File: config.mk
export PLATFORM = sky130hd
export DESIGN_NAME = blle_fwd
export DESIGN_NICKNAME = d
export VERILOG_FILES = /design/src/rtl/core/blle_pkg.sv /design/src/rtl/core/blle_fwd.sv
export SDC_FILE = /design/constraint.sdc
export NUM_CORES = 1
export LEC_CHECK = 0
export BUFFER_PORTS_ARGS = -buffer_cell sky130_fd_sc_hd__buf_2
export CAP_MARGIN = 20
export CORE_MARGIN = 2
export CORE_UTILIZATION = 40
export CTS_CLUSTER_SIZE = 24
export DETAILED_ROUTE_END_ITERATION = 7
export PLACE_DENSITY = 0.84
export SLEW_MARGIN = 10
export SYNTH_ARGS = -nofsm -noshare
export SYNTH_HDL_FRONTEND = slang
export SYNTH_SLANG_ARGS = --single-unit
File: constraint.sdc
create_clock -name clk_i -period 1.61 [get_ports clk_i]
set_clock_uncertainty 0.1 [all_clocks]
set_input_delay 0.322 -clock clk_i [delete_from_list [all_inputs] [get_ports clk_i]]
set_output_delay 0.322 -clock clk_i [all_outputs]
set_load 0.005 [all_outputs]
File: src/rtl/core/blle_pkg.sv
// Package for the linked list engine: codes, widths, command/status structs.
// No dependencies.
`default_nettype none
package blle_pkg;
  localparam int unsigned CapacityDef = 32;
  localparam int unsigned ActW = 4;
  localparam int unsigned ValW = 32;
  localparam int unsigned PosW = 8;
  localparam int unsigned StW  = 3;
  localparam int unsigned OPosW = 7;

  localparam logic [ActW-1:0] ActInsBegin = 4'd0;
  localparam logic [ActW-1:0] ActInsEnd   = 4'd1;
  localparam logic [ActW-1:0] ActInsPos   = 4'd2;
  localparam logic [ActW-1:0] ActDelBegin = 4'd3;
  localparam logic [ActW-1:0] ActDelEnd   = 4'd4;
  localparam logic [ActW-1:0] ActDelPos   = 4'd5;
  localparam logic [ActW-1:0] ActSearch   = 4'd6;
  localparam logic [ActW-1:0] ActList     = 4'd7;
  localparam logic [ActW-1:0] ActListRev  = 4'd8;
  localparam logic [ActW-1:0] ActReverse  = 4'd9;

  localparam logic [StW-1:0] StOk       = 3'd0;
  localparam logic [StW-1:0] StBadPos   = 3'd1;
  localparam logic [StW-1:0] StOob      = 3'd2;
  localparam logic [StW-1:0] StEmpty    = 3'd3;
  localparam logic [StW-1:0] StNotFound = 3'd4;
  localparam logic [StW-1:0] StFull     = 3'd5;

  // datapath commands from the controller
  typedef struct packed {
    logic latch;     // capture request, set walk pointers
    logic step;      // advance walk one node
    logic push;      // record current node on stack (reverse listing)
    logic pop;       // pop stack
    logic rev_step;  // relink one node during reverse
    logic commit;    // apply insert or delete
    logic emit;      // load output register
    logic emit_stk;  // output value from stack top
    logic [StW-1:0] st;
    logic last;
    logic found;     // output position of walk
  } cmd_t;

  typedef struct packed {
    logic [ActW-1:0] act;
    logic at_nil;       // current walk node is null
    logic next_nil;     // successor of current walk node is null
    logic at_target;    // walk reached target position
    logic match;        // current node value equals key
    logic stk_one;
    logic free_empty;
    logic [7:0] pos;
    logic cnt_zero;
    logic pos_gt_cnt;   // pos > count
    logic pos_gt_cnt1;  // pos > count+1
    logic out_busy;
  } stat_t;
endpackage
`default_nettype wire

File: src/rtl/core/blle_fwd.sv
// Output stage: one-entry result register between the datapath and the
// output channel. Depends on blle_pkg.
`default_nettype none
module blle_fwd (
  input  wire logic clk_i,
  input  wire logic rst_ni,
  input  wire logic in_valid_i,
  output logic in_ready_o,
  input  wire logic [blle_pkg::StW-1:0] in_status_i,
  input  wire logic [blle_pkg::ValW-1:0] in_value_i,
  input  wire logic [blle_pkg::OPosW-1:0] in_position_i,
  input  wire logic in_last_i,
  output logic out_valid_o,
  input  wire logic out_ready_i,
  output logic [blle_pkg::StW-1:0] out_status_o,
  output logic [blle_pkg::ValW-1:0] out_value_o,
  output logic [blle_pkg::OPosW-1:0] out_position_o,
  output logic out_last_o
);
  logic hv_q;
  logic [blle_pkg::StW-1:0] hs_q;
  logic [blle_pkg::ValW-1:0] hval_q;
  logic [blle_pkg::OPosW-1:0] hp_q;
  logic hl_q;
  assign out_valid_o = hv_q;
  assign out_status_o = hs_q;
  assign out_value_o = hval_q;
  assign out_position_o = hp_q;
  assign out_last_o = hl_q;
  assign in_ready_o = !hv_q || out_ready_i;
  always_ff @(posedge clk_i or negedge rst_ni) begin
    if (!rst_ni) hv_q <= 1'b0;
    else if (in_ready_o) hv_q <= in_valid_i;
  end
  always_ff @(posedge clk_i) begin
    if (in_valid_i && in_ready_o) begin
      hs_q <= in_status_i; hval_q <= in_value_i; hp_q <= in_position_i; hl_q <= in_last_i;
    end
  end
endmodule
`default_nettype wire

==> flow_metrics.py, run 1 <==
metrics = {
    "status": {
        "status": "complete, no violations",
    },
    "clocking": {
        "cts_root_buf": "clkbuf_4",
        "clock_latency_ns": 0.33,
        "cts_buffers": 5,
        "ctsHtreeMaxLevel": 2,
        "post_cts_buffers": 0,
        "clockBufferDepth": 2,
        "cts_hold_buf": 1,
        "cts_tree": "built",
        "clkTransAtPathRegs_ns": 0.13,
        "cts_resized": 0,
        "clkSinkCount": 44,
    },
    "final_layout": {
        "postLayoutCellArea_mm2": 0.001968,
        "layout_commonest_cell": "buf_2",
        "final_cells": 194,
        "syn2layout_area_growth_pct": 46.33,
        "nets": 194,
        "mostFrequentLayoutCells": "buf_2, edfxtp_1, clkbuf_4",
        "layout-drive-gt1-share_pct": 68.24,
        "diodes": 0,
        "filler_cell_count": 255,
    },
    "power": {
        "vdd_ir_drop_max_v": 0.0007242,
        "cellPowerDensity_mw_per_mm2": 1100,
        "power_uw": 2166,
        "combPwrFrac_pct": 7.6,
        "p_clk_share_pct": 30.3,
        "p_sw_uw": 420.4,
        "internal-power_uw": 1746,
        "sequentialPowerShare_pct": 62.2,
        "p_sw_share_pct": 19.41,
        "p_leak_uw": 0.0008492,
    },
    "route": {
        "drc": 0,
        "wire_per_inst_um": 12.82,
        "drt_pass1_iterations": 4,
        "wirelength_mm": 2.488,
        "dr.first_iter.drc_count": 14,
        "vias": 813,
        "ant_nets": 0,
        "vias_per_cell": 4.191,
    },
    "floorplanning": {
        "pin_count": 92,
        "initial_utilization_pct": 40.95,
        "dieArea_mm2": 0.003842,
        "die_w_um": 61.99,
        "dieHeight_um": 61.99,
        "row_count": 21,
        "core_mm2": 0.003284,
    },
    "sta": {
        "final_hold_viol_count": 0,
        "rsz0062_at_grt": "no",
        "setup-tns-final_ns": 0,
        "fmax_mhz": 722.3,
        "hold_ws_ns": 0.04532,
        "timing.slew.headroom_pct": 85.26,
        "setup_viol": 0,
        "period_needed_ns": 1.384,
        "finalMaxSlewViolations": 0,
        "tightest_slew_ns": 0.2212,
        "finalCritPeriodShare_pct": 85.99,
    },
    "grt": {
        "grt_pass1_wl_mm": 3.415,
        "grt-ovfl-total": 0,
        "grt_pass1_vias": 776,
        "groute.usage.overall_pct": 13.35,
        "grt_antenna_before_repair": 0,
        "grt_max_degree": 44,
    },
    "yosys": {
        "syn_area_per_cell_um2": 28.62,
        "yosysSeqAreaShare_pct": 97.86,
        "synthesis.nets": 94,
        "syn-cell-area_mm2": 0.001345,
        "synthCells": 47,
        "yosys_warnings": 0,
        "yosysUniqueCellTypes": 5,
        "ys_ff_latch": 44,
    },
    "critical_path": {
        "arrival_ns": 0.96,
        "critPathLaunchType": "flop",
        "cp_max_fo": 3,
        "cp-end-kind": "output pin",
        "crit_type": "flop to output pin",
        "crit_required_ns": 1.19,
    },
    "job": {
        "maxCapViolCount": 0,
    },
    "min_path": {
        "hold_path_class": "input port to flop",
    },
    "placed_design": {
        "port_buffers": 91,
        "gp_congestion": 0.7149,
        "post-place-cells": 185,
        "placed_cell_area_mm2": 0.001878,
    },
}
sequential cells by signal, summed over array words and instances, names as in the netlist:
| name | flops |
|---|---|
| out_value_o | 32 |
| out_last_o | 1 |
| out_status_o | 3 |
| out_valid_o | 1 |
| out_position_o | 7 |
final timing paths:
check / start / slack, ns / cells after the start / to
setup / recovery: out_valid_o$_DFFE_PN0P_ / 0.23 / 2 / in_ready_o
hold / removal: in_position_i[2] / 0.05 / 1 / out_position_o[2]$_DFFE_PP_
setup reg to reg: out_valid_o$_DFFE_PN0P_ / 0.31 / 3 / out_value_o[12]$_DFFE_PP_
hold reg to reg: out_valid_o$_DFFE_PN0P_ / 0.48 / 2 / out_valid_o$_DFFE_PN0P_
max in group asynchronous: rst_ni / 1.14 / 2 / out_valid_o$_DFFE_PN0P_
min in group asynchronous: rst_ni / 0.19 / 2 / out_valid_o$_DFFE_PN0P_
metal layers:
layer  vias to the layer above  track usage [%]  part of all wire, %
met5                         -                0                    0
met2                        65            20.24                   47
met1                       359            13.57                   36
met4                         0            5.471                 0.40
met3                         2            10.77                   16
li1                        387                -                    -
power groups by stage:
stage | Clock (uW) | Sequential (uW) | Combinational [uW]
5_1_grt | 723 | 1350 | 185
6_report | 656 | 1350 | 164
2_1_floorplan | 0 | 1380 | 26.7
4_1_cts | 674 | 1350 | 167
3_3_place_gp | 0 | 1370 | 160
3_5_place_dp | 0 | 1370 | 165
cells by family (layout without fill, tap and decap cells):
logic type | after synthesis | after routing | synth area share, %
buffers and inverters | 0 | 101 | 0
DFF | 44 | 44 | 97.86
and+or+nand+nor | 3 | 3 | 2.140
synth_stat cells:
cell | count | area [um2]
dfrtp_1 | 1 | 25.02
nand2b_1 | 1 | 6.260
and2_4 | 1 | 8.760
edfxtp_1 | 43 | 1291
nand2b_4 | 1 | 13.76
critical path: stages, from the launching register on:
cell      delay [ns]
dfrtp_1         0.43
nand2b_4        0.09
buf_2           0.11
cell type report:
cell class,count,area [um2],area share [%]
clock buffer,5,37.54,1.907
sequential,44,1316,66.88
timing repair buffer,93,485.5,24.67
multi-input combinational,3,28.78,1.462
clock inverter,3,42.54,2.161
tap,46,57.56,2.924
metrics by stage:
step / setup slack (ns) / util, %
floorplan: 0.2548 / -
global placement: 0.3138 / 57.18
detailed placement: 0.2762 / 57.18
CTS: 0.2101 / 59.92
global route: 0.1636 / 59.92
finish: 0.2256 / 59.92
Power figures use the tool's default switching activity.
==> run 2: changes to the inputs <==
==> constraint.sdc (replaced) <==
create_clock -name clk_i -period 1.61 [get_ports clk_i]
set_clock_uncertainty 0.1 [all_clocks]
set_input_delay 0.0805 -clock clk_i [delete_from_list [all_inputs] [get_ports clk_i]]
set_output_delay 0.0805 -clock clk_i [all_outputs]
set_load 0.005 [all_outputs]
==> flow_metrics.py, run 2 (synthesis gave the netlist of run 1 again) <==
metrics = {
    "route": {
        "vias_per_cell": 4.342,
        "drc": 0,
        "vias": 1042,
        "dr.first_iter.drc_count": 45,
        "drt_pass1_iterations": 4,
        "wire_per_inst_um": 16.14,
        "ant_nets": 0,
        "wirelength_mm": 3.873,
    },
    "power": {
        "vdd_ir_drop_max_v": 0.0006545,
        "p_leak_uw": 0.001046,
        "cellPowerDensity_mw_per_mm2": 957.5,
    },
    "final_layout": {
        "multi_input_area_um2": 28.78,
        "fin_util_pct": 74.25,
        "mostFrequentLayoutCells": "buf_2, dlygate4sd3_1, edfxtp_1",
        "postLayoutCellArea_mm2": 0.002439,
        "register_area_mm2": 0.001316,
        "diodes": 0,
        "filler_cell_count": 199,
        "nets": 240,
        "layout-drive-gt1-share_pct": 52.58,
        "syn2layout_area_growth_pct": 81.30,
        "layout_commonest_cell": "buf_2",
        "largest_reg_flops": 32,
    },
    "critical_path": {
        "reg2reg_to": "out_valid_o$_DFFE_PN0P_",
        "crit_type": "flop to flop",
        "crit_required_ns": 1.75,
        "critPathLaunchType": "flop",
        "worstRegToRegCells": 3,
        "ff2ff_setup_slack_ns": 0.25,
        "cp-end-kind": "flop",
        "endpoint": "out_valid_o$_DFFE_PN0P_",
        "arrival_ns": 1.50,
        "cp_max_fo": 3,
        "reg2reg_from": "out_valid_o$_DFFE_PN0P_",
        "startpoint": "out_valid_o$_DFFE_PN0P_",
    },
    "clocking": {
        "clkSinkCount": 44,
        "cts_root_buf": "clkbuf_4",
        "clockBufferDepth": 2,
        "ctsHtreeMaxLevel": 2,
        "clock_latency_ns": 0.34,
        "clkTransAtPathRegs_ns": 0.14,
        "cts_resized": 0,
        "cts_buffers": 5,
        "post_cts_buffers": 0,
        "cts_hold_buf": 47,
        "cts_tree": "built",
    },
    "sta": {
        "tightest_slew_ns": 0.2272,
        "setup-tns-final_ns": 0,
        "setup_slack_ns": 0.2534,
        "setup_viol": 0,
        "final_hold_viol_count": 0,
        "finalMaxSlewViolations": 0,
        "period_needed_ns": 1.357,
        "rsz0062_at_grt": "no",
        "timing.slew.headroom_pct": 84.85,
        "fmax_mhz": 737.2,
        "finalCritPeriodShare_pct": 84.26,
    },
    "grt": {
        "grt_antenna_before_repair": 0,
        "grt-ovfl-total": 0,
        "grt_pass1_wl_mm": 5.244,
        "grt_max_degree": 44,
        "grt_pass1_vias": 1129,
        "groute.usage.overall_pct": 20.66,
    },
    "job": {
        "maxCapViolCount": 0,
    },
    "floorplanning": {
        "die_w_um": 61.99,
        "row_count": 21,
        "pin_count": 92,
        "initial_utilization_pct": 40.95,
        "core_mm2": 0.003284,
        "dieHeight_um": 61.99,
        "dieArea_mm2": 0.003842,
    },
    "placed_design": {
        "gp_congestion": 0.7128,
        "pre_cts_slack_ns": 0.3181,
        "placed_cell_area_mm2": 0.001878,
        "port_buffers": 91,
    },
    "status": {
        "status": "complete, no violations",
    },
    "min_path": {
        "hold_path_class": "input port to flop",
    },
}
[run 2: changes by cell type in the layout (fill, tap and decap cells not counted), sizes merged]
cell,change
clkbuf,+1
clkinv,-1
dlygate4sd3,+46
[run 2: how the worst min path moves through the flow]
stage | from | end | slack [ns] | depth (start not counted)
final | in_value_i[5] | out_value_o[5]$_DFFE_PP_ | 0.32 | 2
after global routing | in_value_i[5] | out_value_o[5]$_DFFE_PP_ | 0.32 | 2
after floorplan | rst_ni | out_valid_o$_DFFE_PN0P_ | -0.32 | 0
after global placement | rst_ni | out_valid_o$_DFFE_PN0P_ | -0.24 | 1
after detailed placement | rst_ni | out_valid_o$_DFFE_PN0P_ | -0.24 | 1
after CTS | in_value_i[5] | out_value_o[5]$_DFFE_PP_ | 0.31 | 2
[run 2: metrics by stage]
stage | std cells | total power [uW] | hold slack, ns
global placement | 185 | 1530 | -0.2446
detailed placement | 185 | 1537 | -0.2417
global route | 240 | 2424 | 0.3167
finish | 240 | 2335 | 0.3203
floorplan | 47 | 1410 | -0.3151
CTS | 240 | 2325 | 0.3116
[run 2: where the power goes]
group          total [uW]  switching (uW)  internal (uW)
logic                 262            98.9            163
clock network         721             349            372
registers            1350            19.8           1330
[run 2: per-layer routing]
layer | GRT usage [%] | share of wire [%]
met1 | 22.08 | 37
met2 | 35.86 | 51
met3 | 9.317 | 11
met4 | 7.599 | 0.98
met5 | 0 | 0
[run 2: cell type report]
cell class	count	share of cell area (%)
flip-flops and latches	44	53.98
repair buffers	139	38.79
well taps	46	2.360
clock buffers	6	2.104
clock inverters	2	1.591
multi-input cells	3	1.180
[run 2: worst max-delay path, cell delays in order (launching register included)]
cell and delay, ns:
dfrtp_1 0.43, nand2b_4 0.09, nand2b_1 0.07, dlygate4sd3_1 0.56
