===== src/rtl/core/blle_pkg.sv =====
// Package for the linked list engine: codes, widths, command/status structs.
// No dependencies.
`default_nettype none
package blle_pkg;
  localparam int unsigned CapacityDef = 32;
  localparam int unsigned ActW = 4;
  localparam int unsigned ValW = 32;
  localparam int unsigned PosW = 8;
  localparam int unsigned StW  = 3;
  localparam int unsigned OPosW = 7;

  localparam logic [ActW-1:0] ActInsBegin = 4'd0;
  localparam logic [ActW-1:0] ActInsEnd   = 4'd1;
  localparam logic [ActW-1:0] ActInsPos   = 4'd2;
  localparam logic [ActW-1:0] ActDelBegin = 4'd3;
  localparam logic [ActW-1:0] ActDelEnd   = 4'd4;
  localparam logic [ActW-1:0] ActDelPos   = 4'd5;
  localparam logic [ActW-1:0] ActSearch   = 4'd6;
  localparam logic [ActW-1:0] ActList     = 4'd7;
  localparam logic [ActW-1:0] ActListRev  = 4'd8;
  localparam logic [ActW-1:0] ActReverse  = 4'd9;

  localparam logic [StW-1:0] StOk       = 3'd0;
  localparam logic [StW-1:0] StBadPos   = 3'd1;
  localparam logic [StW-1:0] StOob      = 3'd2;
  localparam logic [StW-1:0] StEmpty    = 3'd3;
  localparam logic [StW-1:0] StNotFound = 3'd4;
  localparam logic [StW-1:0] StFull     = 3'd5;

  // datapath commands from the controller
  typedef struct packed {
    logic latch;     // capture request, set walk pointers
    logic step;      // advance walk one node
    logic push;      // record current node on stack (reverse listing)
    logic pop;       // pop stack
    logic rev_step;  // relink one node during reverse
    logic commit;    // apply insert or delete
    logic emit;      // load output register
    logic emit_stk;  // output value from stack top
    logic [StW-1:0] st;
    logic last;
    logic found;     // output position of walk
  } cmd_t;

  typedef struct packed {
    logic [ActW-1:0] act;
    logic at_nil;       // current walk node is null
    logic next_nil;     // successor of current walk node is null
    logic at_target;    // walk reached target position
    logic match;        // current node value equals key
    logic stk_one;
    logic free_empty;
    logic [7:0] pos;
    logic cnt_zero;
    logic pos_gt_cnt;   // pos > count
    logic pos_gt_cnt1;  // pos > count+1
    logic out_busy;
  } stat_t;
endpackage
`default_nettype wire


===== src/rtl/core/blle_dp.sv =====
// Datapath: node pool memories, pointers, stack and output register.
// Depends on blle_pkg.
`default_nettype none
module blle_dp #(
  parameter int unsigned Capacity = blle_pkg::CapacityDef,
  localparam int unsigned IdxW = $clog2(Capacity + 1),
  localparam int unsigned CntW = $clog2(Capacity + 1)
) (
  input  wire logic clk_i,
  input  wire logic rst_ni,
  input  wire blle_pkg::cmd_t cmd_i,
  output blle_pkg::stat_t stat_o,
  input  wire logic [blle_pkg::ActW-1:0] act_i,
  input  wire logic [blle_pkg::ValW-1:0] val_i,
  input  wire logic [blle_pkg::PosW-1:0] pos_i,
  output logic out_valid_o,
  input  wire logic out_ready_i,
  output logic [blle_pkg::StW-1:0] out_status_o,
  output logic [blle_pkg::ValW-1:0] out_value_o,
  output logic [blle_pkg::OPosW-1:0] out_position_o,
  output logic out_last_o
);
  localparam logic [IdxW-1:0] Nil = IdxW'(Capacity);
  localparam int unsigned AW = $clog2(Capacity);

  logic [blle_pkg::ValW-1:0] vals_q [Capacity];
  logic [IdxW-1:0] links_q [Capacity];
  logic [Capacity-1:0] links_v_q;
  logic [IdxW-1:0] stk_q [Capacity];
  logic [CntW-1:0] sp_q;

  logic [IdxW-1:0] head_q, free_q;
  logic [CntW-1:0] cnt_q;
  logic [blle_pkg::ActW-1:0] act_q;
  logic [blle_pkg::ValW-1:0] key_q;
  logic [blle_pkg::PosW-1:0] pos_q;
  logic [IdxW-1:0] cur_q, prev_q;
  logic [blle_pkg::PosW-1:0] idx_q;   // 1-based position of cur
  logic [blle_pkg::PosW-1:0] tgt;

  logic ov_q;

  function automatic logic [IdxW-1:0] lnk(
    input logic [IdxW-1:0] n, input logic [IdxW-1:0] l, input logic v);
    logic [IdxW-1:0] r;
    r = Nil;
    if (n < Nil) r = v ? l : IdxW'(32'(n) + 1);
    return r;
  endfunction

  logic cur_nil;
  logic [IdxW-1:0] cur_nx, prev_nx, free_nx;
  assign cur_nil = (cur_q >= Nil);
  assign cur_nx = cur_nil ? Nil : lnk(cur_q, links_q[cur_q[AW-1:0]], links_v_q[cur_q[AW-1:0]]);
  assign prev_nx = (prev_q >= Nil) ? Nil :
                   lnk(prev_q, links_q[prev_q[AW-1:0]], links_v_q[prev_q[AW-1:0]]);
  assign free_nx = (free_q >= Nil) ? Nil :
                   lnk(free_q, links_q[free_q[AW-1:0]], links_v_q[free_q[AW-1:0]]);

  // walk target: node at position tgt becomes cur, its predecessor prev
  always_comb begin
    tgt = '0;
    case (act_q)
      blle_pkg::ActInsEnd: tgt = blle_pkg::PosW'(cnt_q) + 8'd1;
      blle_pkg::ActDelEnd: tgt = blle_pkg::PosW'(cnt_q);
      default:             tgt = pos_q;
    endcase
  end

  always_comb begin
    stat_o = '0;
    stat_o.act = act_q;
    stat_o.at_nil = cur_nil;
    stat_o.next_nil = (cur_nx >= Nil);
    stat_o.at_target = (idx_q == tgt);
    stat_o.match = !cur_nil && (vals_q[cur_q[AW-1:0]] == key_q);
    stat_o.stk_one = (sp_q == CntW'(1));
    stat_o.free_empty = (free_q >= Nil);
    stat_o.pos = pos_q;
    stat_o.cnt_zero = (cnt_q == '0);
    stat_o.pos_gt_cnt = (9'(pos_q) > 9'(cnt_q));
    stat_o.pos_gt_cnt1 = (9'(pos_q) > 9'(cnt_q) + 9'd1);
    stat_o.out_busy = ov_q && !out_ready_i;
  end

  // insert links new node after prev (or at head); delete unlinks cur
  logic ins_op;
  assign ins_op = (act_q == blle_pkg::ActInsBegin) || (act_q == blle_pkg::ActInsEnd) ||
                  (act_q == blle_pkg::ActInsPos);

  always_ff @(posedge clk_i or negedge rst_ni) begin
    if (!rst_ni) begin
      links_v_q <= '0;
      head_q <= Nil;
      free_q <= '0;
      cnt_q <= '0;
      sp_q <= '0;
      cur_q <= Nil;
      prev_q <= Nil;
      idx_q <= '0;
      act_q <= '0;
    end else begin
      if (cmd_i.latch) begin
        act_q <= act_i;
        key_q <= val_i;
        pos_q <= pos_i;
        cur_q <= head_q;
        prev_q <= Nil;
        idx_q <= 8'd1;
        sp_q <= '0;
      end
      if (cmd_i.step) begin
        prev_q <= cur_q;
        cur_q <= cur_nx;
        idx_q <= idx_q + 8'd1;
      end
      if (cmd_i.push) begin
        stk_q[sp_q[AW-1:0]] <= cur_q;
        sp_q <= sp_q + CntW'(1);
      end
      if (cmd_i.pop) sp_q <= sp_q - CntW'(1);
      if (cmd_i.rev_step) begin
        links_q[cur_q[AW-1:0]] <= prev_q;
        links_v_q[cur_q[AW-1:0]] <= 1'b1;
        prev_q <= cur_q;
        cur_q <= cur_nx;
        head_q <= cur_q;
      end
      if (cmd_i.commit) begin
        if (ins_op) begin
          vals_q[free_q[AW-1:0]] <= key_q;
          links_q[free_q[AW-1:0]] <= cur_q;
          links_v_q[free_q[AW-1:0]] <= 1'b1;
          free_q <= free_nx;
          cnt_q <= cnt_q + CntW'(1);
          if (prev_q >= Nil) head_q <= free_q;
          else begin
            links_q[prev_q[AW-1:0]] <= free_q;
            links_v_q[prev_q[AW-1:0]] <= 1'b1;
          end
        end else begin
          if (prev_q >= Nil) head_q <= cur_nx;
          else begin
            links_q[prev_q[AW-1:0]] <= cur_nx;
            links_v_q[prev_q[AW-1:0]] <= 1'b1;
          end
          links_q[cur_q[AW-1:0]] <= free_q;
          links_v_q[cur_q[AW-1:0]] <= 1'b1;
          free_q <= cur_q;
          cnt_q <= cnt_q - CntW'(1);
        end
      end
    end
  end

  logic [IdxW-1:0] stop;
  assign stop = (sp_q == '0) ? Nil : stk_q[AW'(32'(sp_q) - 1)];

  always_ff @(posedge clk_i or negedge rst_ni) begin
    if (!rst_ni) begin
      ov_q <= 1'b0;
    end else if (cmd_i.emit) begin
      ov_q <= 1'b1;
    end else if (out_ready_i) begin
      ov_q <= 1'b0;
    end
  end

  always_ff @(posedge clk_i) begin
    if (cmd_i.emit) begin
      out_status_o <= cmd_i.st;
      out_last_o <= cmd_i.last;
      out_position_o <= cmd_i.found ? blle_pkg::OPosW'(idx_q) : '0;
      if (cmd_i.st != blle_pkg::StOk || cmd_i.found) out_value_o <= '0;
      else if (cmd_i.emit_stk) out_value_o <= vals_q[stop[AW-1:0]];
      else if (act_q == blle_pkg::ActList) out_value_o <= vals_q[cur_q[AW-1:0]];
      else out_value_o <= '0;
    end
  end
  assign out_valid_o = ov_q;
endmodule
`default_nettype wire


===== config.mk =====
export PLATFORM = sky130hd
export DESIGN_NAME = blle_dp
export DESIGN_NICKNAME = d
export VERILOG_FILES = /design/src/rtl/core/blle_pkg.sv /design/src/rtl/core/blle_dp.sv
export SDC_FILE = /design/constraint.sdc
export NUM_CORES = 2
export LEC_CHECK = 0
export ABC_CLOCK_PERIOD_IN_PS = 17050
export BUFFER_PORTS_ARGS = -buffer_cell sky130_fd_sc_hd__clkbuf_2
export CAP_MARGIN = 20
export CORE_ASPECT_RATIO = 1.25
export CORE_UTILIZATION = 40
export CTS_CLUSTER_SIZE = 12
export DETAILED_ROUTE_END_ITERATION = 10
export PLACE_DENSITY = 0.6
export SYNTH_ARGS = -nofsm -noshare
export SYNTH_HDL_FRONTEND = slang
export SYNTH_SLANG_ARGS = --single-unit

===== constraint.sdc =====
create_clock -name clk_i -period 17.05 [get_ports clk_i]
set_input_delay 0.8525 -clock clk_i [delete_from_list [all_inputs] [get_ports clk_i]]
set_output_delay 0.8525 -clock clk_i [all_outputs]
set_load 0.02 [all_outputs]

==> reports/results.tsv <==
stage	metric	value	unit
outcome	outcome	finished clean	
drt	DRT antenna net count	0	
drt	DRT Pass-1 Iters	7	
grt	largest net degree at the start of global routing	161	
worst_setup_path	crit-path leading delay family	buffers and inverters	
worst_setup_path	Critical Path Max Stage Delay	890	ps
yosys	Syn Nets	5627	
worst_setup_path	crit path capture type	primary output	
worst_setup_path	Setup Crit Path Kind	flop to primary output	
drt	initial DRC count	6803	
floorplan	die area	195000	µm²
sta	crit path time final	7890	ps
clock_network	CTS tree	yes	
final_layout	# fillers	17100	
yosys	Mean Syn Cell Area	14.0	µm²
clock_network	clk sink count	1540	
yosys	mapped cell area	77400	µm²
sta	RSZ-0062 raised after global routing	no	
sta	Final setup violation count	0	
yosys	post-synthesis adder-cell area fraction	0.559	%
grt	first-pass GRT wire length	365000	µm
sta	hold slack final	63.2	ps
worst_setup_path	Crit path required time	16200	ps
clock_network	Root Buffer	clkbuf_16	
yosys	Synth warnings	0	
yosys	EDFF count, synth	1459	
drt	via/cell ratio	6.43	
clock_network	clk slew on worst S/H paths	60	ps
power_and_ir_drop	PwrDens	200	nW/µm²
sta	Max Slew Vio Count	0	
floorplan	area of the core	192000	µm²
yosys	Yosys top cell area share	56.6	%
floorplan	I/O pin total	126	
yosys	post-synthesis compound-gate area fraction	8.95	%
placed_design	dpl cells	7866	
placed_design	GP Congestion	0.986	
yosys	post-synth top area cell	edfxtp_1	
sta	relative slew slack	14.1	%
floorplan	Die Y	494	µm
drt	post-DR wirelength/cell	31.5	µm
worst_setup_path	Startpoint Class	flop	
sta	f_max	127	MHz
clock_network	H-tree Lvls	4	
yosys	simple-gate area share of the yosys netlist	7.55	%
floorplan	Die W	395	µm
yosys	Post-synth ARST share	5.26	%
drt	via count	52300	
final_layout	Nets	5574	
yosys	Netlist cell types	84	
worst_setup_path	Crit Path Max Fanout	64	
worst_setup_path	CP bufs+invs	4	
yosys	register area share after synthesis	59.2	%
final_layout	non-filler cells in the finished layout	8141	
grt	GRT Total Usage	25.8	%
yosys	top area cells in the synthesized netlist	edfxtp_1, mux4_2, mux2i_1	
clock_network	total CTS buffers	159	
grt	initial antenna violation count	4	
drt	drt drc	0	
placed_design	IO Port Bufs	125	
yosys	Post-synth top cells	edfxtp_1, mux2i_1, nand2_1	
worst_setup_path	worst path cell trace	buf_4, buf_4, buf_4, mux4_2, a22oi_1, nand4_1, xnor2_1, nand4_1, nor4_1, nand4_1, nor4_1, clkbuf_2	
worst_setup_path	crit path DAT	7040	ps
drt	Post-Route WL	257000	µm
min_path	Hold Crit Class	input port to async pin	
grt	vias in the first global route	51700	
yosys	Synth Register Bits	1540	
sta	Slew @ Worst Pin	1290	ps
power_and_ir_drop	Leakage	28.6	nW
final_layout	Area Overhead vs Synth	10.2	%
clock_network	CTS max path bufs	3	
worst_setup_path	CP max-delay cell	buf_4	
sta	final hold viol count	0	
yosys	combinational family with the most area after synthesis	multiplexers	
placed_design	dpl hpwl	143000	µm
floorplan	row count	180	
power_and_ir_drop	Max VDD drop	0.266	mV
yosys	xor and xnor area share after synthesis	0.774	%
clock_network	post-CTS setup buffers	0	
flow_run	max_cap viols	0	
yosys	cells after synthesis	5533	
yosys	Synth Flop Type	edfxtp_1	
clock_network	clk_lat worst skew	820	ps
yosys	post-synthesis mux area share	19.8	%
sta	TNS Setup	0	ps
final_layout	share of layout cells above drive strength 1	18.8	%
clock_network	post-CTS resize count	0	
sta	Final Cycle Share	46.3	%
sta	Final Skew	38.5	ps
clock_network	hold buffers post-CTS	0	
final_layout	final core occ	44.4	%
yosys	cell with the most instances after synthesis	edfxtp_1	
floorplan	Initial Utilization	40.2	%
grt	Remaining Overflow, GRT	0	
-- flip-flops by register name, indices dropped and copies added (netlist names) --
| register | flops |
|---|---|
| links_q | 192 |
| stk_q | 160 |
| out_last_o | 1 |
| links_v_q | 32 |
| free_q | 6 |
| cnt_q | 6 |
| sp_q | 6 |
| head_q | 6 |
| idx_q | 8 |
| vals_q | 1024 |
| out_value_o | 32 |
| key_q | 32 |
| cur_q | 6 |
| out_valid_o | 1 |
| out_position_o | 7 |
| prev_q | 6 |
| out_status_o | 3 |
| pos_q | 8 |
| act_q | 4 |
-- cell type report --
type                    count  area (µm²)  area share [%]
diodes                      6        15.0          0.0176
clock buffers             219        4390            5.15
clock inverters            49         410           0.481
inverters                  45         169           0.198
multi-input cells        3458       29400            34.5
flip-flops and latches   1540       45900            53.8
well taps                2548        3190            3.74
repair buffers            276        1850            2.16
-- per-layer routing --
layer	wire (µm)	part of all wire (%)	up-vias	track usage, %
met5	31	0.012	-	0
met4	14000	5.5	4	13.4
met3	24800	9.6	752	5.45
met2	121000	47	3068	41.5
met1	96500	38	26800	32.8
li1	-	-	21700	-
-- placed cells by master, fill, tap and decap left out, types with 28 or more instances in the layout --
master     Yosys  layout
a211oi_1      28      28
a21oi_1      342     342
a221oi_1      36      36
a22o_1        29      29
a22oi_1      192     192
a311o_1       28      28
and2_1        38      32
buf_4         26     147
clkbuf_1     258      47
clkbuf_16      0     164
clkbuf_2       2     123
dfrtp_1       78      70
edfxtp_1    1459    1459
ha_1          33      33
mux2_2        67      67
mux2i_1      539     535
mux4_2       408     408
nand2_1      504     504
nand3_1      108     106
nand4_1       61      61
nor2_1       436     418
nor3_1        50      46
o211ai_1      74      74
o21ai_0       78      78
o22ai_1       40      40
xnor2_1       32      32
xor2_1        29      29
-- worst register-to-register path, stage by stage (launching register included) --
cell	delay (ps)
dfrtp_2	480
inv_1	130
ha_1	410
xor2_4	220
buf_4	430
nand2_1	120
a41o_1	250
or4b_4	560
nand3_4	370
buf_4	760
buf_12	600
buf_4	1380
mux2i_1	340
mux2i_1	90
a22oi_1	260
nand4_1	130
a22o_1	230
-- path summary, 6_finish.rpt --
| path | startpoint | to | slack, ps | cells past startpoint |
|---|---|---|---|---|
| max | cur_q[1] | stat_o[14] | 9160 | 12 |
| min | rst_ni | idx_q[7] | 60 | 1 |
| max reg2reg | sp_q[0] | out_value_o[24] | 10080 | 16 |
| min reg2reg | links_v_q[8] | links_v_q[8] | 500 | 2 |
| max in group asynchronous | rst_ni | links_v_q[25] | 15820 | 2 |
| min in group clk_i | pos_i[1] | pos_q[1] | 210 | 1 |
-- where the power goes --
group | internal [W] | leakage [nW] | total (W) | switching [W]
Sequential | 0.00434 | 14.1 | 0.00456 | 0.000217
Combinational | 0.00339 | 12.1 | 0.00918 | 0.00579
Clock | 0.00184 | 2.34 | 0.00333 | 0.00148
Total | 0.00958 | 28.6 | 0.0171 | 0.00749
-- kinds of logic (layout without fill, tap and decap cells) --
group	count (synthesis)	in the layout
flops	1540	1540
simple gates	1321	1321
compound gates	1024	1024
mux	1014	1014
buf+inv	535	589
xor+xnor	65	65
fa+ha+maj	34	34
other cells	0	6
-- through the flow --
step,setup WS [ps],total power [W],instance area [µm²]
final,9160,0.0171,85300
after global routing,8910,0.0178,85300
after CTS,9110,0.0170,85300
after detailed placement,10030,0.0137,80500
after global placement,10100,0.0136,80500
after floorplan,11310,0.0112,77400
No activity file was read; power rests on OpenSTA's default activity.
