**config.mk**
```make
export PLATFORM = sky130hd
export DESIGN_NAME = blle_ctrl
export DESIGN_NICKNAME = d
export VERILOG_FILES = /design/src/rtl/core/blle_pkg.sv /design/src/rtl/core/blle_ctrl.sv
export SDC_FILE = /design/constraint.sdc
export NUM_CORES = 1
export LEC_CHECK = 0
export BUFFER_PORTS_ARGS = -buffer_cell sky130_fd_sc_hd__buf_4
export CORE_ASPECT_RATIO = 1.25
export CORE_MARGIN = 2
export CORE_UTILIZATION = 43
export CTS_CLUSTER_DIAMETER = 60
export DETAILED_ROUTE_END_ITERATION = 8
export GPL_TIMING_DRIVEN = 0
export PLACE_DENSITY = 0.76
export REMOVE_ABC_BUFFERS = 1
export SLEW_MARGIN = 20
export SYNTH_ARGS = -nofsm -noshare
export SYNTH_HDL_FRONTEND = slang
export SYNTH_SLANG_ARGS = --single-unit
```
**constraint.sdc**
```tcl
create_clock -name clk_i -period 2.2 [get_ports clk_i]
set_input_delay 0.11 -clock clk_i [delete_from_list [all_inputs] [get_ports clk_i]]
set_output_delay 0.11 -clock clk_i [all_outputs]
set_load 0.05 [all_outputs]
```
**src/rtl/core/blle_pkg.sv**
```systemverilog
// Package for the linked list engine: codes, widths, command/status structs.
// No dependencies.
`default_nettype none
package blle_pkg;
  localparam int unsigned CapacityDef = 32;
  localparam int unsigned ActW = 4;
  localparam int unsigned ValW = 32;
  localparam int unsigned PosW = 8;
  localparam int unsigned StW  = 3;
  localparam int unsigned OPosW = 7;

  localparam logic [ActW-1:0] ActInsBegin = 4'd0;
  localparam logic [ActW-1:0] ActInsEnd   = 4'd1;
  localparam logic [ActW-1:0] ActInsPos   = 4'd2;
  localparam logic [ActW-1:0] ActDelBegin = 4'd3;
  localparam logic [ActW-1:0] ActDelEnd   = 4'd4;
  localparam logic [ActW-1:0] ActDelPos   = 4'd5;
  localparam logic [ActW-1:0] ActSearch   = 4'd6;
  localparam logic [ActW-1:0] ActList     = 4'd7;
  localparam logic [ActW-1:0] ActListRev  = 4'd8;
  localparam logic [ActW-1:0] ActReverse  = 4'd9;

  localparam logic [StW-1:0] StOk       = 3'd0;
  localparam logic [StW-1:0] StBadPos   = 3'd1;
  localparam logic [StW-1:0] StOob      = 3'd2;
  localparam logic [StW-1:0] StEmpty    = 3'd3;
  localparam logic [StW-1:0] StNotFound = 3'd4;
  localparam logic [StW-1:0] StFull     = 3'd5;

  // datapath commands from the controller
  typedef struct packed {
    logic latch;     // capture request, set walk pointers
    logic step;      // advance walk one node
    logic push;      // record current node on stack (reverse listing)
    logic pop;       // pop stack
    logic rev_step;  // relink one node during reverse
    logic commit;    // apply insert or delete
    logic emit;      // load output register
    logic emit_stk;  // output value from stack top
    logic [StW-1:0] st;
    logic last;
    logic found;     // output position of walk
  } cmd_t;

  typedef struct packed {
    logic [ActW-1:0] act;
    logic at_nil;       // current walk node is null
    logic next_nil;     // successor of current walk node is null
    logic at_target;    // walk reached target position
    logic match;        // current node value equals key
    logic stk_one;
    logic free_empty;
    logic [7:0] pos;
    logic cnt_zero;
    logic pos_gt_cnt;   // pos > count
    logic pos_gt_cnt1;  // pos > count+1
    logic out_busy;
  } stat_t;
endpackage
`default_nettype wire

```
**src/rtl/core/blle_ctrl.sv**
```systemverilog
// Controller FSM for the linked list engine.
// Depends on blle_pkg.
`default_nettype none
module blle_ctrl (
  input  wire logic clk_i,
  input  wire logic rst_ni,
  input  wire logic in_valid_i,
  input  wire logic [blle_pkg::ActW-1:0] act_i,
  output logic in_ready_o,
  input  wire blle_pkg::stat_t stat_i,
  output blle_pkg::cmd_t cmd_o
);
  typedef enum logic [5:0] {
    SIdle  = 6'b000001,
    SCheck = 6'b000010,
    SWalk  = 6'b000100,
    SList  = 6'b001000,
    SPop   = 6'b010000,
    SRev   = 6'b100000
  } state_e;
  state_e state_q, state_d;

  logic busy;
  assign busy = stat_i.out_busy;

  always_comb begin
    state_d = state_q;
    cmd_o = '0;
    in_ready_o = 1'b0;
    case (state_q)
      SIdle: begin
        in_ready_o = 1'b1;
        if (in_valid_i && act_i <= blle_pkg::ActReverse) begin
          cmd_o.latch = 1'b1;
          state_d = SCheck;
        end
      end
      SCheck: if (!busy) begin
        cmd_o.last = 1'b1;
        state_d = SIdle;
        case (stat_i.act)
          blle_pkg::ActInsBegin: begin
            cmd_o.emit = 1'b1;
            if (stat_i.free_empty) cmd_o.st = blle_pkg::StFull;
            else cmd_o.commit = 1'b1;
          end
          blle_pkg::ActInsEnd, blle_pkg::ActInsPos: begin
            if (stat_i.act == blle_pkg::ActInsPos && stat_i.pos == '0) begin
              cmd_o.emit = 1'b1; cmd_o.st = blle_pkg::StBadPos;
            end else if (stat_i.act == blle_pkg::ActInsPos && stat_i.pos_gt_cnt1) begin
              cmd_o.emit = 1'b1; cmd_o.st = blle_pkg::StOob;
            end else if (stat_i.free_empty) begin
              cmd_o.emit = 1'b1; cmd_o.st = blle_pkg::StFull;
            end else begin
              cmd_o.last = 1'b0; state_d = SWalk;
            end
          end
          blle_pkg::ActDelBegin: begin
            cmd_o.emit = 1'b1;
            if (stat_i.at_nil) cmd_o.st = blle_pkg::StEmpty;
            else cmd_o.commit = 1'b1;
          end
          blle_pkg::ActDelEnd: begin
            if (stat_i.cnt_zero) begin
              cmd_o.emit = 1'b1; cmd_o.st = blle_pkg::StEmpty;
            end else begin
              cmd_o.last = 1'b0; state_d = SWalk;
            end
          end
          blle_pkg::ActDelPos: begin
            if (stat_i.pos == '0 || stat_i.cnt_zero) begin
              cmd_o.emit = 1'b1; cmd_o.st = blle_pkg::StBadPos;
            end else if (stat_i.pos_gt_cnt) begin
              cmd_o.emit = 1'b1; cmd_o.st = blle_pkg::StOob;
            end else begin
              cmd_o.last = 1'b0; state_d = SWalk;
            end
          end
          blle_pkg::ActSearch: begin
            cmd_o.last = 1'b0; state_d = SWalk;
          end
          blle_pkg::ActList, blle_pkg::ActListRev: begin
            if (stat_i.at_nil) begin
              cmd_o.emit = 1'b1; cmd_o.st = blle_pkg::StEmpty;
            end else begin
              cmd_o.last = 1'b0; state_d = SList;
            end
          end
          blle_pkg::ActReverse: begin
            cmd_o.last = 1'b0; state_d = SRev;
          end
          default: begin
            cmd_o.last = 1'b0;
          end
        endcase
      end
      SWalk: if (!busy) begin
        if (stat_i.act == blle_pkg::ActSearch) begin
          if (stat_i.at_nil) begin
            cmd_o.emit = 1'b1; cmd_o.last = 1'b1; cmd_o.st = blle_pkg::StNotFound;
            state_d = SIdle;
          end else if (stat_i.match) begin
            cmd_o.emit = 1'b1; cmd_o.last = 1'b1; cmd_o.found = 1'b1;
            state_d = SIdle;
          end else cmd_o.step = 1'b1;
        end else if (stat_i.at_target) begin
          cmd_o.commit = 1'b1; cmd_o.emit = 1'b1; cmd_o.last = 1'b1;
          state_d = SIdle;
        end else cmd_o.step = 1'b1;
      end
      SList: if (!busy) begin
        if (stat_i.act == blle_pkg::ActList) begin
          // forward listing: the tail is the node whose successor is null
          cmd_o.emit = 1'b1;
          cmd_o.step = 1'b1;
          cmd_o.last = stat_i.next_nil;
          if (stat_i.next_nil) state_d = SIdle;
        end else if (stat_i.at_nil) begin
          state_d = SPop;
        end else begin
          cmd_o.push = 1'b1; cmd_o.step = 1'b1;
        end
      end
      SPop: if (!busy) begin
        cmd_o.emit = 1'b1; cmd_o.emit_stk = 1'b1; cmd_o.pop = 1'b1;
        cmd_o.last = stat_i.stk_one;
        if (stat_i.stk_one) state_d = SIdle;
      end
      SRev: begin
        if (stat_i.at_nil) begin
          if (!busy) begin
            cmd_o.emit = 1'b1; cmd_o.last = 1'b1; cmd_o.st = blle_pkg::StOk;
            state_d = SIdle;
          end
        end else cmd_o.rev_step = 1'b1;
      end
      default: state_d = SIdle;
    endcase
  end

  always_ff @(posedge clk_i or negedge rst_ni) begin
    if (!rst_ni) state_q <= SIdle;
    else state_q <= state_d;
  end
endmodule
`default_nettype wire

```
==> impl_metrics.yaml, run 1 <==
setup_path:
  crit_top_cell: "or4b_4"
  cp-end-kind: "output port"
  path_class: "flip-flop to output port"
  crit_path_top_delay_cell: "or4b_4"
  startpoint_type: "flip-flop"
  path_cells: "or4b_4 > or4b_4 > a21oi_2 > buf_6"
  crit_family: "simple AND/OR/NAND/NOR gates"
  cpPeakStageDelay_ps: 590
  worstPathArrival_ps: 2110
  cp_max_fo: 4
  path_buf_inv: 1
  required_ps: 2090
clocking:
  cts_root_buf: "clkbuf_4"
  cts.sinks: 6
  clockBufferDepth: 2
  cts_tree: "done"
  insertion_delay_ps: 240
  htreeDepth: 1
  cts_inserted_buffers: 3
  clk_pin_slew_worst_paths_ps: 50
synthesis:
  synthArstFlopShare_pct: 100
  yosys_register_bits: 6
  synth_top_area_share_pct: 12.3
  yosysMostFrequentCell: "nor2_1"
  synth-seq-area-share_pct: 14.9
  synth_area_sq_um: 1010
  syn_area_per_cell_sq_um: 7.30
  synth_edf_count: 0
  synth.area.top_cells: "dfrtp_1, mux2_4, nor4_1"
  syn_inst: 139
  synth-main-ff-cell: "dfrtp_1"
  yosysWarnings: 0
  ys_types: 51
  synth_area_leader_cell: "dfrtp_1"
  synth_common_cells: "nor2_1, a21oi_1, inv_1"
drt:
  wirelength_um: 3630
  vias_per_cell: 6.38
  dr_total_vias: 1377
  first_iter_violations: 60
  wl_per_cell_um: 16.8
  ant_nets: 0
  first_pass_iters: 4
  drc: 0
timing:
  whs_ps: 222
  final.setup.tns_ps: -15.4
  slew_violations: 0
  hold_viol: 0
  worst_pin_slew_ps: 512
  setup_viol: 1
  fmax_mhz: 451
  finalCritPeriodShare_pct: 101
  rsz0062_at_grt: "true"
  max_slew_margin_pct: 65.3
  setup_slack_ps: -15.4
  finClkSkew_ps: 3.16
  layout_min_cycle_time_ps: 2220
global_routing:
  gr-usage-met1_pct: 34.3
  busiest_layer: "met2"
  grt_util_met3_pct: 1.53
  grt_max_degree: 15
  grt-ovfl-total: 0
  track_usage_pct: 25.4
  antenna_found_initial: 0
  grt_pass1_vias: 1233
  met2_usage_pct: 40.9
  grt_pass1_wl_um: 5340
die:
  ioPinCount: 43
  core_area_sq_um: 2210
  die_x_um: 47.5
  die_area_sq_um: 2770
  num_rows: 19
  die_h_um: 58.3
  start_util_pct: 45.9
finish:
  num-nets-final: 215
  largest_reg_flops: 6
  largest_register: "state_q"
  reg_top3: "state_q: 6 flops"
  antenna_cells: 0
  stdcell_area_sq_um: 1540
  area_growth_pct: 52.2
  drive_gt1_share_pct: 44.3
min_path:
  hp-class: "primary input to async pin"
placed_design:
  port-buffer-count: 41
  dpl_cell_area_sq_um: 1310
  place_congestion: 0.860
  dpl.hpwl_um: 2360
pwr:
  total_power_w: 0.000864
  swShare_pct: 47.9
  p_clk_share_pct: 12.4
  p_seq_share_pct: 24.5
  cellInternalPower_w: 0.000450
  p_per_area_nw_per_um2: 559
  p_sw_w: 0.000414
  combPwrFrac_pct: 63.1
  max-vdd-ir-drop_mv: 0.367
  p_leak_nw: 0.659
run_status:
  violations: "setup timing"
  status: "finished, violations left"
job:
  max_cap_viol_count: 0
## layer usage
layer	wire, um	share of wire, %	vias up
met3	232	6.4	16
met5	0	0	-
met4	108	3.0	0
met2	1910	53	74
li1	-	-	641
met1	1380	38	646
## metrics by stage
stage | worst slack (ps) | instances | util (%)
2_1_floorplan | -1700 | 129 | -
3_3_place_gp | -201 | 201 | 59.4
4_1_cts | 3.07 | 213 | 65.6
3_5_place_dp | -266 | 201 | 59.4
6_report | -15.4 | 216 | 69.8
5_1_grt | -104 | 216 | 69.8
## final cells by class
class	instances	area, sq um
sequential	6	158
fill	187	667
clock buffer	4	26.3
inverter	9	33.8
timing repair buffer	52	408
tap	31	38.8
multi-input combinational	114	880
## path summary, 6_finish.rpt
| check | from | end | slack [ps] | depth (start not counted) |
|---|---|---|---|---|
| min in group clk_i | in_valid_i | state_q[1] | 280 | 3 |
| worst min-delay path | rst_ni | state_q[2] | 220 | 2 |
| worst min register to register | state_q[2] | state_q[2] | 660 | 1 |
| worst max-delay path | state_q[3] | cmd_o[7] | -20 | 4 |
| worst max register to register | state_q[3] | state_q[4] | 80 | 4 |
| max in group asynchronous | rst_ni | state_q[0] | 1780 | 2 |
## logic make-up after synthesis
group,after synthesis,share of synthesized area [%]
simple gates,61,36.5
flops,6,14.9
mux,5,6.91
compound gates,48,33.5
buf+inv,19,8.14
## worst reg2reg max path: stages (launching register included)
cell and delay [ps]:
dfrtp_2 420, or4b_4 600, or4_4 470, and4_4 210, mux2_4 300
## power by group through the flow
stage	Clock [W]	Sequential, W	Combinational, W
6_report	0.000107	0.000211	0.000545
5_1_grt	0.000120	0.000212	0.000578
4_1_cts	0.000109	0.000198	0.000490
3_5_place_dp	0	0.000192	0.000461
3_3_place_gp	0	0.000190	0.000451
2_1_floorplan	0	0.000176	0.000321
## timing repair
item,CTS,global route
gates resized for setup,12,14
hold buffers,1,0
setup endpoints to repair,8,5
pin swaps,2,1
buffers inserted,7,3
hold endpoints to repair,6,0
## placed cells by master (no fill, tap or decap), types with 5 or more instances in the layout
cell     Yosys  final
nor2b_1      6      6
nand3_1      5      5
a21oi_1      8      6
inv_1        8      8
dfrtp_2      0      5
nand2_1      5      5
buf_4        1     47
nor2_1      11     11
o21ai_0      6      6
Power figures use the tool's default switching activity.
==> run 2: changes to the inputs <==
--- a/config.mk
+++ b/config.mk
@@ -13,6 +13,7 @@
 export DETAILED_ROUTE_END_ITERATION = 8
 export GPL_TIMING_DRIVEN = 0
 export PLACE_DENSITY = 0.76
+export RECOVER_POWER = 25
 export REMOVE_ABC_BUFFERS = 1
 export SLEW_MARGIN = 20
 export SYNTH_ARGS = -nofsm -noshare
==> run 2 against run 1 <==
  * The run still ends with setup timing left
  * Worst hold slack better by 48 ps
  * Global-route usage stayed put
  * Count of clock-buffer cells in the layout did not move
  * Largest cell class unchanged
==> impl_metrics.yaml, run 2 (synthesized netlist as in run 1, its figures left out) <==
die:
  die_x_um: 47.5
  start_util_pct: 45.9
  die_area_sq_um: 2770
  die_h_um: 58.3
  core_area_sq_um: 2210
  ioPinCount: 43
  num_rows: 19
clocking:
  cts_root_buf: "clkbuf_4"
  insertion_delay_ps: 240
  clockBufferDepth: 2
  htreeDepth: 1
  clk_pin_slew_worst_paths_ps: 50
  cts_tree: "done"
  cts.sinks: 6
  cts_inserted_buffers: 3
pwr:
  cellInternalPower_w: 0.000449
  p_leak_nw: 0.655
  p_seq_share_pct: 24.5
  max-vdd-ir-drop_mv: 0.366
  combPwrFrac_pct: 63.2
  p_clk_share_pct: 12.3
  swShare_pct: 47.8
  p_sw_w: 0.000411
  p_per_area_nw_per_um2: 559
timing:
  rsz0062_at_grt: "true"
  slew_violations: 0
  worst_pin_slew_ps: 515
  setup_viol: 1
  setup_slack_ps: -12.8
  layout_min_cycle_time_ps: 2210
  final.setup.tns_ps: -12.8
  finalCritPeriodShare_pct: 101
  max_slew_margin_pct: 65.1
  hold_viol: 0
  fmax_mhz: 452
  finClkSkew_ps: 4.97
finish:
  antenna_cells: 0
  final_cells: 216
  seqCellArea_sq_um: 158
  largest_register: "state_q"
  layout_commonest_cell: "buf_4"
  largest_reg_flops: 6
  drive_gt1_share_pct: 43.8
  area_growth_pct: 51.8
  reg_top3: "state_q: 6 flops"
  layout_common_cells: "buf_4, nor2_1, inv_1"
  fill_cells: 187
  num-nets-final: 215
  multiInputGateArea_sq_um: 880
drt:
  first_pass_iters: 4
  vias_per_cell: 6.29
  first_iter_violations: 52
  wl_per_cell_um: 16.9
  drc: 0
  wirelength_um: 3660
  dr_total_vias: 1358
  ant_nets: 0
run_status:
  status: "finished, violations left"
  violations: "setup timing"
setup_path:
  rrSetupSlack_ps: 90
  cp_max_fo: 4
  path_class: "flip-flop to output port"
  startpoint_type: "flip-flop"
  cp-end-kind: "output port"
  required_ps: 2090
  worstPathArrival_ps: 2100
placed_design:
  dp.cells: 201
  port-buffer-count: 41
  dpl.hpwl_um: 2360
  place_congestion: 0.860
global_routing:
  grt_pass1_vias: 1233
  grt_pass1_wl_um: 5340
  grt_max_degree: 15
  antenna_found_initial: 0
  track_usage_pct: 25.4
  grt-ovfl-total: 0
job:
  max_cap_viol_count: 0
min_path:
  hp-class: "primary input to async pin"
[run 2: critical path, stage by stage (launching register included)]
cell and delay [ps]:
dfrtp_2 420, or4b_4 590, or4b_4 500, a21oi_2 160
buf_6 170
[run 2: final timing paths]
| check | start | end | depth (start not counted) |
|---|---|---|---|
| max | state_q[3] | cmd_o[7] | 4 |
| min in group clk_i | in_valid_i | state_q[1] | 3 |
| max in group asynchronous | rst_ni | state_q[0] | 2 |
| min reg2reg | state_q[2] | state_q[2] | 1 |
| max reg2reg | state_q[3] | state_q[4] | 4 |
| min | rst_ni | state_q[2] | 2 |
[run 2: per-stage QoR]
stage / cell area (sq um) / util [%] / setup WS (ps) / hold slack (ps) / total power (W)
final: 1540 / 69.7 / -12.8 / 270 / 0.000861
after global routing: 1540 / 69.7 / -104 / 281 / 0.000910
after CTS: 1450 / 65.6 / 3.07 / 203 / 0.000797
after detailed placement: 1310 / 59.4 / -266 / -84.6 / 0.000653
after global placement: 1310 / 59.4 / -201 / -86.1 / 0.000641
after floorplan: 966 / - / -1700 / -186 / 0.000497
[run 2: final cells by class]
| class | instances | area share, % |
|---|---|---|
| well taps | 31 | 2.52 |
| clock buffers | 4 | 1.71 |
| flip-flops and latches | 6 | 10.2 |
| inverters | 9 | 2.19 |
| repair buffers | 52 | 26.2 |
| multi-input cells | 114 | 57.1 |
[run 2: repair_timing]
item                                   CTS  global route
gates resized for setup                 12            14
endpoints found under the hold margin    6             0
hold buffers                             1             0
gates cloned                             0             0
setup endpoints to repair                8             5
pin swaps                                2             1
buffers inserted                         7             3
[run 2: layer usage]
metal | wire, um | share of wire [%] | track usage [%] | vias to the layer above
met5 | 0 | 0 | 0 | -
met4 | 79 | 2.2 | 10.3 | 0
met3 | 190 | 5.2 | 1.53 | 10
met2 | 1950 | 53 | 40.9 | 60
met1 | 1440 | 39 | 34.3 | 649
li1 | - | - | - | 639
[run 2: power by group through the flow]
stage / clock network, W / logic [W] / registers, W
3_3_place_gp: 0 / 0.000451 / 0.000190
2_1_floorplan: 0 / 0.000321 / 0.000176
4_1_cts: 0.000109 / 0.000490 / 0.000198
5_1_grt: 0.000120 / 0.000577 / 0.000212
6_report: 0.000106 / 0.000544 / 0.000211
3_5_place_dp: 0 / 0.000461 / 0.000192
